===== config.mk =====
export PLATFORM = sky130hd
export DESIGN_NAME = bhe_merge
export DESIGN_NICKNAME = d
export VERILOG_FILES = /design/src/bhe_pkg.sv /design/src/bhe_merge.sv
export SDC_FILE = /design/constraint.sdc
export NUM_CORES = 1
export LEC_CHECK = 0
export BUFFER_PORTS_ARGS = -buffer_cell sky130_fd_sc_hd__clkbuf_2
export CORE_MARGIN = 8
export CORE_UTILIZATION = 43
export CTS_BUF_LIST = sky130_fd_sc_hd__clkbuf_16
export CTS_CLUSTER_DIAMETER = 200
export DETAILED_ROUTE_END_ITERATION = 10
export PLACE_DENSITY = 0.83
export SLEW_MARGIN = 15
export SYNTH_ARGS = -nofsm -noshare
export SYNTH_HDL_FRONTEND = slang
export SYNTH_SLANG_ARGS = --single-unit

===== constraint.sdc =====
create_clock -name clk -period 3 [get_ports clk]
set_clock_uncertainty 0.15 [all_clocks]
set_input_delay 0.15 -clock clk [delete_from_list [all_inputs] [get_ports clk]]
set_output_delay 0.15 -clock clk [all_outputs]
set_load 0.02 [all_outputs]

===== src/bhe_pkg.sv =====
// Shared types, constants and shaper table builder for the bass harmonic exciter.
`timescale 1ns / 1ps

package bhe_pkg;

  localparam int SAMPLE_BITS          = 24;
  localparam int COEF_FRAC_BITS       = 30;
  localparam int SHAPER_TABLE_ENTRIES = 256;

  localparam int COEF_W    = 32;
  localparam int BLEND_W   = 16;
  localparam int ACC_W     = 64;
  localparam int SHAPE_W   = SAMPLE_BITS - 2;
  localparam int TBL_AW    = $clog2(SHAPER_TABLE_ENTRIES + 1);
  localparam int CFG_IDX_W = 3;

  localparam logic [BLEND_W-1:0] BLEND_RESET = 16'd10486;

  // Register indexes of the configuration port
  localparam logic [CFG_IDX_W-1:0] CFG_LOW_B0     = 3'd0;
  localparam logic [CFG_IDX_W-1:0] CFG_LOW_A1     = 3'd1;
  localparam logic [CFG_IDX_W-1:0] CFG_LOW_A2     = 3'd2;
  localparam logic [CFG_IDX_W-1:0] CFG_HIGH_B0    = 3'd3;
  localparam logic [CFG_IDX_W-1:0] CFG_HIGH_A1    = 3'd4;
  localparam logic [CFG_IDX_W-1:0] CFG_HIGH_A2    = 3'd5;
  localparam logic [CFG_IDX_W-1:0] CFG_BLEND_GAIN = 3'd6;

  typedef logic signed [SAMPLE_BITS-1:0] sample_t;
  typedef logic signed [COEF_W-1:0]      coef_t;

  localparam sample_t SAMPLE_MAX = sample_t'((64'sd1 <<< (SAMPLE_BITS - 1)) - 64'sd1);
  localparam sample_t SAMPLE_MIN = sample_t'(-(64'sd1 <<< (SAMPLE_BITS - 1)));

  typedef struct packed {
    sample_t left_in;
    sample_t right_in;
    logic    block_start;
  } in_item_t;

  typedef struct packed {
    sample_t left_out;
    sample_t right_out;
    logic    clipped;
  } out_item_t;

  typedef struct packed {
    coef_t              low_b0;
    coef_t              low_a1;
    coef_t              low_a2;
    coef_t              high_b0;
    coef_t              high_a1;
    coef_t              high_a2;
    logic [BLEND_W-1:0] blend_gain;
  } cfg_regs_t;

  typedef struct packed {
    logic start;
    logic clear_hist;
  } lane_cmd_t;

  typedef struct packed {
    logic    busy;
    logic    done;
    sample_t sample;
    logic    clip;
  } lane_res_t;

  // Restoring long division for the table builder; used at elaboration only.
  function automatic logic [63:0] div_u64(input logic [63:0] num, input logic [63:0] den);
    logic [63:0] quo;
    logic [64:0] rem;
    int          b;
    quo = '0;
    rem = '0;
    for (b = 63; b >= 0; b--) begin
      rem = {rem[63:0], num[b]};
      if (rem >= {1'b0, den}) begin
        rem    = rem - {1'b0, den};
        quo[b] = 1'b1;
      end
    end
    return quo;
  endfunction

  // One shaper table entry: tanh(4*i/N)/4 in sample units, built in Q30 from a
  // truncated Taylor series of e^-t squared four times. Evaluated at elaboration.
  function automatic logic [SHAPE_W-1:0] shape_entry(input int unsigned idx);
    logic [63:0] one;
    logic [63:0] t;
    logic [63:0] term;
    logic [63:0] pos;
    logic [63:0] neg;
    logic [63:0] e;
    logic [63:0] th;
    logic [63:0] r;
    int          k;
    int          q;
    int          sh;
    one  = 64'd1 << 30;
    sh   = 33 - SAMPLE_BITS;
    t    = (64'(idx) << 29) / SHAPER_TABLE_ENTRIES;
    term = one;
    pos  = one;
    neg  = 64'd0;
    for (k = 1; k <= 12; k++) begin
      term = div_u64((term * t) >> 30, 64'(k));
      if (k[0]) begin
        neg = neg + term;
      end else begin
        pos = pos + term;
      end
    end
    e = (pos > neg) ? (pos - neg) : 64'd0;
    if (e > one) begin
      e = one;
    end
    for (q = 0; q < 4; q++) begin
      e = (e * e) >> 30;
    end
    th = div_u64((one - e) << 30, one + e);
    r  = (th + (64'd1 << (sh - 1))) >> sh;
    return r[SHAPE_W-1:0];
  endfunction

endpackage


===== src/bhe_merge.sv =====
// Merge stage: joins the two lane results into one output item behind a register.
`timescale 1ns / 1ps

module bhe_merge import bhe_pkg::*; (
  input  logic      clk,
  input  logic      rst_n,
  input  lane_res_t res_left,
  input  lane_res_t res_right,
  output logic      ack,
  output logic      out_valid,
  input  logic      out_ready,
  output out_item_t out_data
);

  logic      out_valid_r;
  out_item_t out_data_r;

  // Take both lanes once the output slot is free or draining this cycle
  assign ack = res_left.done && res_right.done && (!out_valid_r || out_ready);

  always_ff @(posedge clk) begin
    if (!rst_n) begin
      out_valid_r <= 1'b0;
    end else if (ack) begin
      out_valid_r <= 1'b1;
    end else if (out_ready) begin
      out_valid_r <= 1'b0;
    end
  end

  always_ff @(posedge clk) begin
    if (ack) begin
      out_data_r.left_out  <= res_left.sample;
      out_data_r.right_out <= res_right.sample;
      out_data_r.clipped   <= res_left.clip | res_right.clip;
    end
  end

  assign out_valid = out_valid_r;
  assign out_data  = out_data_r;

endmodule


==> out/results.txt, run 1 <==
status -> finished clean
syn nets -> 112
worst-case clock buffer depth -> 2
cts repair resizes -> 0
Port-buffer cells -> 105
Netlist cell types -> 7
CP required -> 2.79 ns
Site Rows -> 21
part of the power in registers -> 51.0%
initial antenna violation count -> 0
root buffer cell -> clkbuf_16
leading area contributor after synthesis -> edfxtp_1
DIE WIDTH -> 75.90 µm
Min-Delay Path Class -> in2reg
final WL -> 5.066 mm
GP Congestion -> 0.6956
Vias/cell -> 4.479
Sw Share -> 19.76%
max-slew violations -> 0
Area growth, synth to finish -> 81.27%
startpoint types -> flop
netlist area before placement -> 0.001543 mm²
routed length per instance -> 19.12 µm
DRT Pass-1 Iters -> 4
syn avg cell area -> 28.05 µm²
worst path arrival time -> 1.63 ns
maxcap violations -> 0
Synth Instances -> 55
grt total ovfl -> 0
clock period minus worst slack -> 1.846 ns
f_max -> 0.5417 GHz
vias in the first global route -> 1345
crit path max fanout -> 32
initial drt markers -> 99
fin nets -> 275
fin cells -> 265
total CTS buffers -> 5
clock share of power -> 37.9%
Worst VDD drop -> 419.3 µV
worst slew pin tran -> 0.5047 ns
total track usage -> 18.04%
CP endpoint kind -> flop
Setup CP Type -> reg2reg
first-pass GRT wire length -> 7.189 mm
Clk pin slew, worst setup/hold paths -> 0.06 ns
CTS HTree Levels -> 2
switching power total -> 0.3150 mW
final hold vios -> 0
flops & latches, synth -> 50
fin crit share -> 61.53%
IO Count -> 108
via count -> 1187
# clock sinks -> 50
Area contributors post-synth -> edfxtp_1 95%, dfxtp_1 1.3%, nand2b_4 0.89%
drc violations -> 0
Initial Util -> 45.51%
max_slew headroom -> 66.28%
core area -> 0.003390 mm²
antenna-violating nets left -> 0
CTS tree -> yes
most common cell after layout, fill and taps aside -> clkbuf_2
setup tns final -> 0 ns
Synth warnings -> 0
clk_lat worst skew -> 0.28 ns
DIE AREA -> 0.005760 mm²
layout cells sized above 1 -> 52.97%
combinational power share -> 11.1%
Power Density -> 570.0 mW/mm²
leakage -> 1.231 nW
Setup Fix Bufs, Post-CTS -> 0
RSZ-0062 raised after global routing -> no
commonest cells after routing, fill and taps aside -> 105 x clkbuf_2, 50 x dlygate4sd3_1, 49 x edfxtp_1
pin count of the biggest net entering global routing -> 33
Seq/Total Area, Yosys -> 96.67%
Inst Count DP -> 207
Internal -> 1.279 mW
Die Ht -> 75.90 µm
final setup fails -> 0
Synth top area share -> 95.38%
Ant. Diodes -> 0
final cells by class:
class | count | area (µm²)
flip-flops and latches | 50 | 1491
repair buffers | 156 | 1033
fillers | 159 | 593.1
clock buffers | 5 | 125.1
well taps | 46 | 57.56
multi-input cells | 5 | 51.30
clock inverters | 3 | 37.54
Yosys cell counts:
library cell,instances
nand2_2,1
nor2b_4,1
edfxtp_1,49
dfxtp_1,1
nand2b_4,1
or2_1,1
a21boi_2,1
metrics by stage:
stage               worst slack (ns)  hold WS (ns)  instance area, µm²  power, mW  util, %
finish                         1.154     0.0004578                2796      1.594    82.50
global route                   1.045     0.0004119                2796      1.643    82.50
CTS                            1.159     0.0004340                2796      1.599    82.50
detailed placement             1.173        0.1787                2133     0.9468    62.94
global placement               1.243        0.1770                2133     0.9417    62.94
floorplan                      1.091       0.09887                1543     0.8795        -
power by group through the flow:
stage | sequential (mW) | combinational (mW) | clock, mW
after floorplan | 0.864 | 0.0154 | 0
after global placement | 0.825 | 0.117 | 0
after detailed placement | 0.826 | 0.121 | 0
after CTS | 0.811 | 0.172 | 0.615
after global routing | 0.815 | 0.187 | 0.641
final | 0.813 | 0.177 | 0.604
worst max-delay path, cell delays in order, from the launching register on:
cell and delay [ns]:
dfxtp_1 0.33, nand2b_4 0.08, nor2b_4 0.46, buf_4 0.46
registers in the layout (all words and copies together), names as in the netlist:
register	count
out_data	49
out_valid	1
final timing paths:
check                                 start           end  slack (ns)  cells after the start
worst max-delay path              out_valid  out_data[28]        1.15                      3
worst max register to register    out_valid  out_data[28]        1.15                      3
worst min-delay path            res_left[0]   out_data[0]      0.0005                      2
worst min register to register    out_valid  out_data[11]        0.68                      2
repair_timing:
| item | 4_1_cts | 5_1_grt |
|---|---|---|
| endpoints found under the setup margin | 0 | 0 |
| hold buffers | 50 | 0 |
| hold endpoints to repair | 49 | 0 |
routing by layer:
| metal | share of wire, % | track usage (%) | vias up |
|---|---|---|---|
| li1 | - | - | 543 |
| met1 | 37 | 18.74 | 563 |
| met2 | 50 | 30.13 | 77 |
| met3 | 13 | 10.53 | 4 |
| met4 | 0.73 | 5.117 | 0 |
| met5 | 0 | 0 | - |
cells by family after synthesis:
| family | after synthesis | share of synthesized area [%] |
|---|---|---|
| flip-flops | 50 | 96.67 |
| AND/OR/NAND/NOR | 4 | 2.595 |
| AO/OA/AOI/OAI | 1 | 0.7299 |
No activity file was read; power rests on OpenSTA's default activity.
==> run 2: changes to the inputs <==
Settings changed: CORE_UTILIZATION 43 to 40, PLACE_DENSITY 0.83 to 0.78.
Clock period 3 ns to 1.8 ns, I/O delays scaled along.
==> run 2 against run 1 <==
Non-clock buffer count up 3. Largest power group unchanged. Die area increased by 5.9%. Routed wire length fell by 1.6%. Count of clock-buffer cells in the layout is the same. Setup slack lost 0.96 ns. First-iteration DRC count shrank 68%. Flip-flop and latch count did not move. Critical endpoint is now ack.
==> out/results.txt, run 2 (same netlist as run 1, synthesis figures left out) <==
Top Family by Delay on Critical Path -> buffers and inverters
root buffer cell -> clkbuf_16
Buf/Inv on CP -> 2 (+1)
Reg area -> 0.001495 mm² (+0.25%)
crit path max fanout -> 19 (-41%)
Area growth, synth to finish -> 82.64%
Core Util, Final -> 76.39% (-6.1 points)
IO Count -> 108 (unchanged)
# clock sinks -> 50 (unchanged)
worst-case clock buffer depth -> 2 (unchanged)
number of flip-flops in the largest register -> 49 (unchanged)
CP endpoint kind -> output port
final setup fails -> 0 (unchanged)
final WL -> 4.984 mm (-1.6%)
initial antenna violation count -> 0 (unchanged)
initial drt markers -> 32 (-68%)
DIE AREA -> 0.006100 mm² (+5.9%)
vias in the first global route -> 1390 (+3.3%)
final hold vios -> 0 (unchanged)
layout cells sized above 1 -> 53.15% (+0.19 points)
fin crit share -> 88.95%
Max stage delay on crit path -> 0.36 ns (-0.10 ns)
status -> finished clean
most common cell after layout, fill and taps aside -> clkbuf_2
cts repair resizes -> 0 (unchanged)
maxcap violations -> 0 (unchanged)
DRT Pass-1 Iters -> 4 (unchanged)
CP Launch Point -> out_valid
CP required -> 1.56 ns (-1.23 ns)
pin count of the biggest net entering global routing -> 32 (-3.0%)
Power Density -> 893.2 mW/mm² (+57%)
max_slew headroom -> 84.62% (+18 points)
area of the multi-input gates -> 51.30 µm² (unchanged)
Worst VDD drop -> 657.2 µV (+57%)
total CTS buffers -> 5 (unchanged)
fin nets -> 278 (+1.1%)
max-slew violations -> 0 (unchanged)
Ant. Diodes -> 0 (unchanged)
commonest cells after routing, fill and taps aside -> 105 x clkbuf_2, 52 x dlygate4sd3_1, 49 x edfxtp_1
Port-buffer cells -> 105 (unchanged)
Inst Count DP -> 210 (+1.4%)
RSZ-0062 raised after global routing -> no
critical path, cell by cell -> nand2b_4 -> nor2b_4 -> buf_4 -> clkbuf_2
Setup CP Type -> reg2out
startpoint types -> flop
routed length per instance -> 18.46 µm (-3.4%)
Initial Util -> 41.82% (-3.7 points)
Vias/cell -> 4.322 (-3.5%)
worst path arrival time -> 1.36 ns (-0.27 ns)
HPWL Detailed -> 2.912 mm
metal1 wirelength -> 1.747 mm (-5.8%)
first-pass GRT wire length -> 7.479 mm (+4.0%)
antenna-violating nets left -> 0 (unchanged)
Site Rows -> 22 (+4.8%)
Clk pin slew, worst setup/hold paths -> 0.06 ns (about the same)
pre-CTS WS -> 0.4930 ns (-0.6800 ns)
via count -> 1167 (-1.7%)
drc violations -> 0 (unchanged)
met2 wire len -> 2.574 mm (+2.1%)
slowest CP cell -> dfxtp_4
DIE WIDTH -> 78.11 µm (+2.9%)
WL met3 -> 645 µm (-1.2%)
Min-Delay Path Class -> in2reg
Die Ht -> 78.11 µm (+2.9%)
worst slew pin tran -> 0.2306 ns (-0.2740 ns)
fin worst setup slack -> 0.1989 ns (-0.9552 ns)
clock period minus worst slack -> 1.601 ns
total track usage -> 16.22% (-1.8 points)
worst hold start -> res_right[25]
CTS HTree Levels -> 2 (unchanged)
fin cells -> 270 (+1.9%)
Reg-to-Reg Start -> out_valid
f_max -> 0.6246 GHz
DR top layer -> met4
leakage -> 1.233 nW (+0.19%)
GP Congestion -> 0.6867 (-1.3%)
CTS tree -> yes
# fillers -> 212 (+33%)
Total Power -> 2.517 mW (+58%)
Min Hold Slack -> 0.2333 ns (+0.2329 ns)
clk_lat worst skew -> 0.28 ns (about the same)
core area -> 0.003689 mm² (+8.8%)
grt total ovfl -> 0 (unchanged)
-- run 2: worst min-delay path, delay by kind of cell --
kind	cells	cell delay (ns)
buf+inv	2	0.25
simple gates	2	0.13
-- run 2: layer usage --
layer  global-route usage, %  up-vias
li1                        -      546
met1                   15.32      538
met2                   29.00       79
met3                   10.25        4
met4                   3.333        0
met5                       0        -
-- run 2: report_power, final --
part           switching (mW)  internal, mW
combinational           0.146         0.155
clock                   0.360         0.502
sequential             0.0159          1.34
total                   0.521          2.00
-- run 2: final timing paths --
kind | slack (ns) | cells after the start | to
max | 0.20 | 4 | ack
min | 0.23 | 4 | out_data[48]
max reg2reg | 0.47 | 3 | out_data[31]
min reg2reg | 0.75 | 3 | out_data[48]
-- run 2: cell type report --
cell class,instances,share of cell area (%)
multi-input combinational,5,1.821
clock buffer,5,4.441
tap,48,2.131
timing repair buffer,159,38.10
clock inverter,3,0.4441
sequential,50,53.06
-- run 2: per-stage QoR --
step / cell area [µm²] / setup TNS (ns)
finish: 2818 / 0
global route: 2818 / 0
CTS: 2818 / 0
detailed placement: 2160 / 0
global placement: 2160 / 0
floorplan: 1546 / -2.641
-- run 2: what timing repair did --
action,CTS,global route
hold buffers,52,0
setup buffers,0,0
hold endpoints to repair,50,0
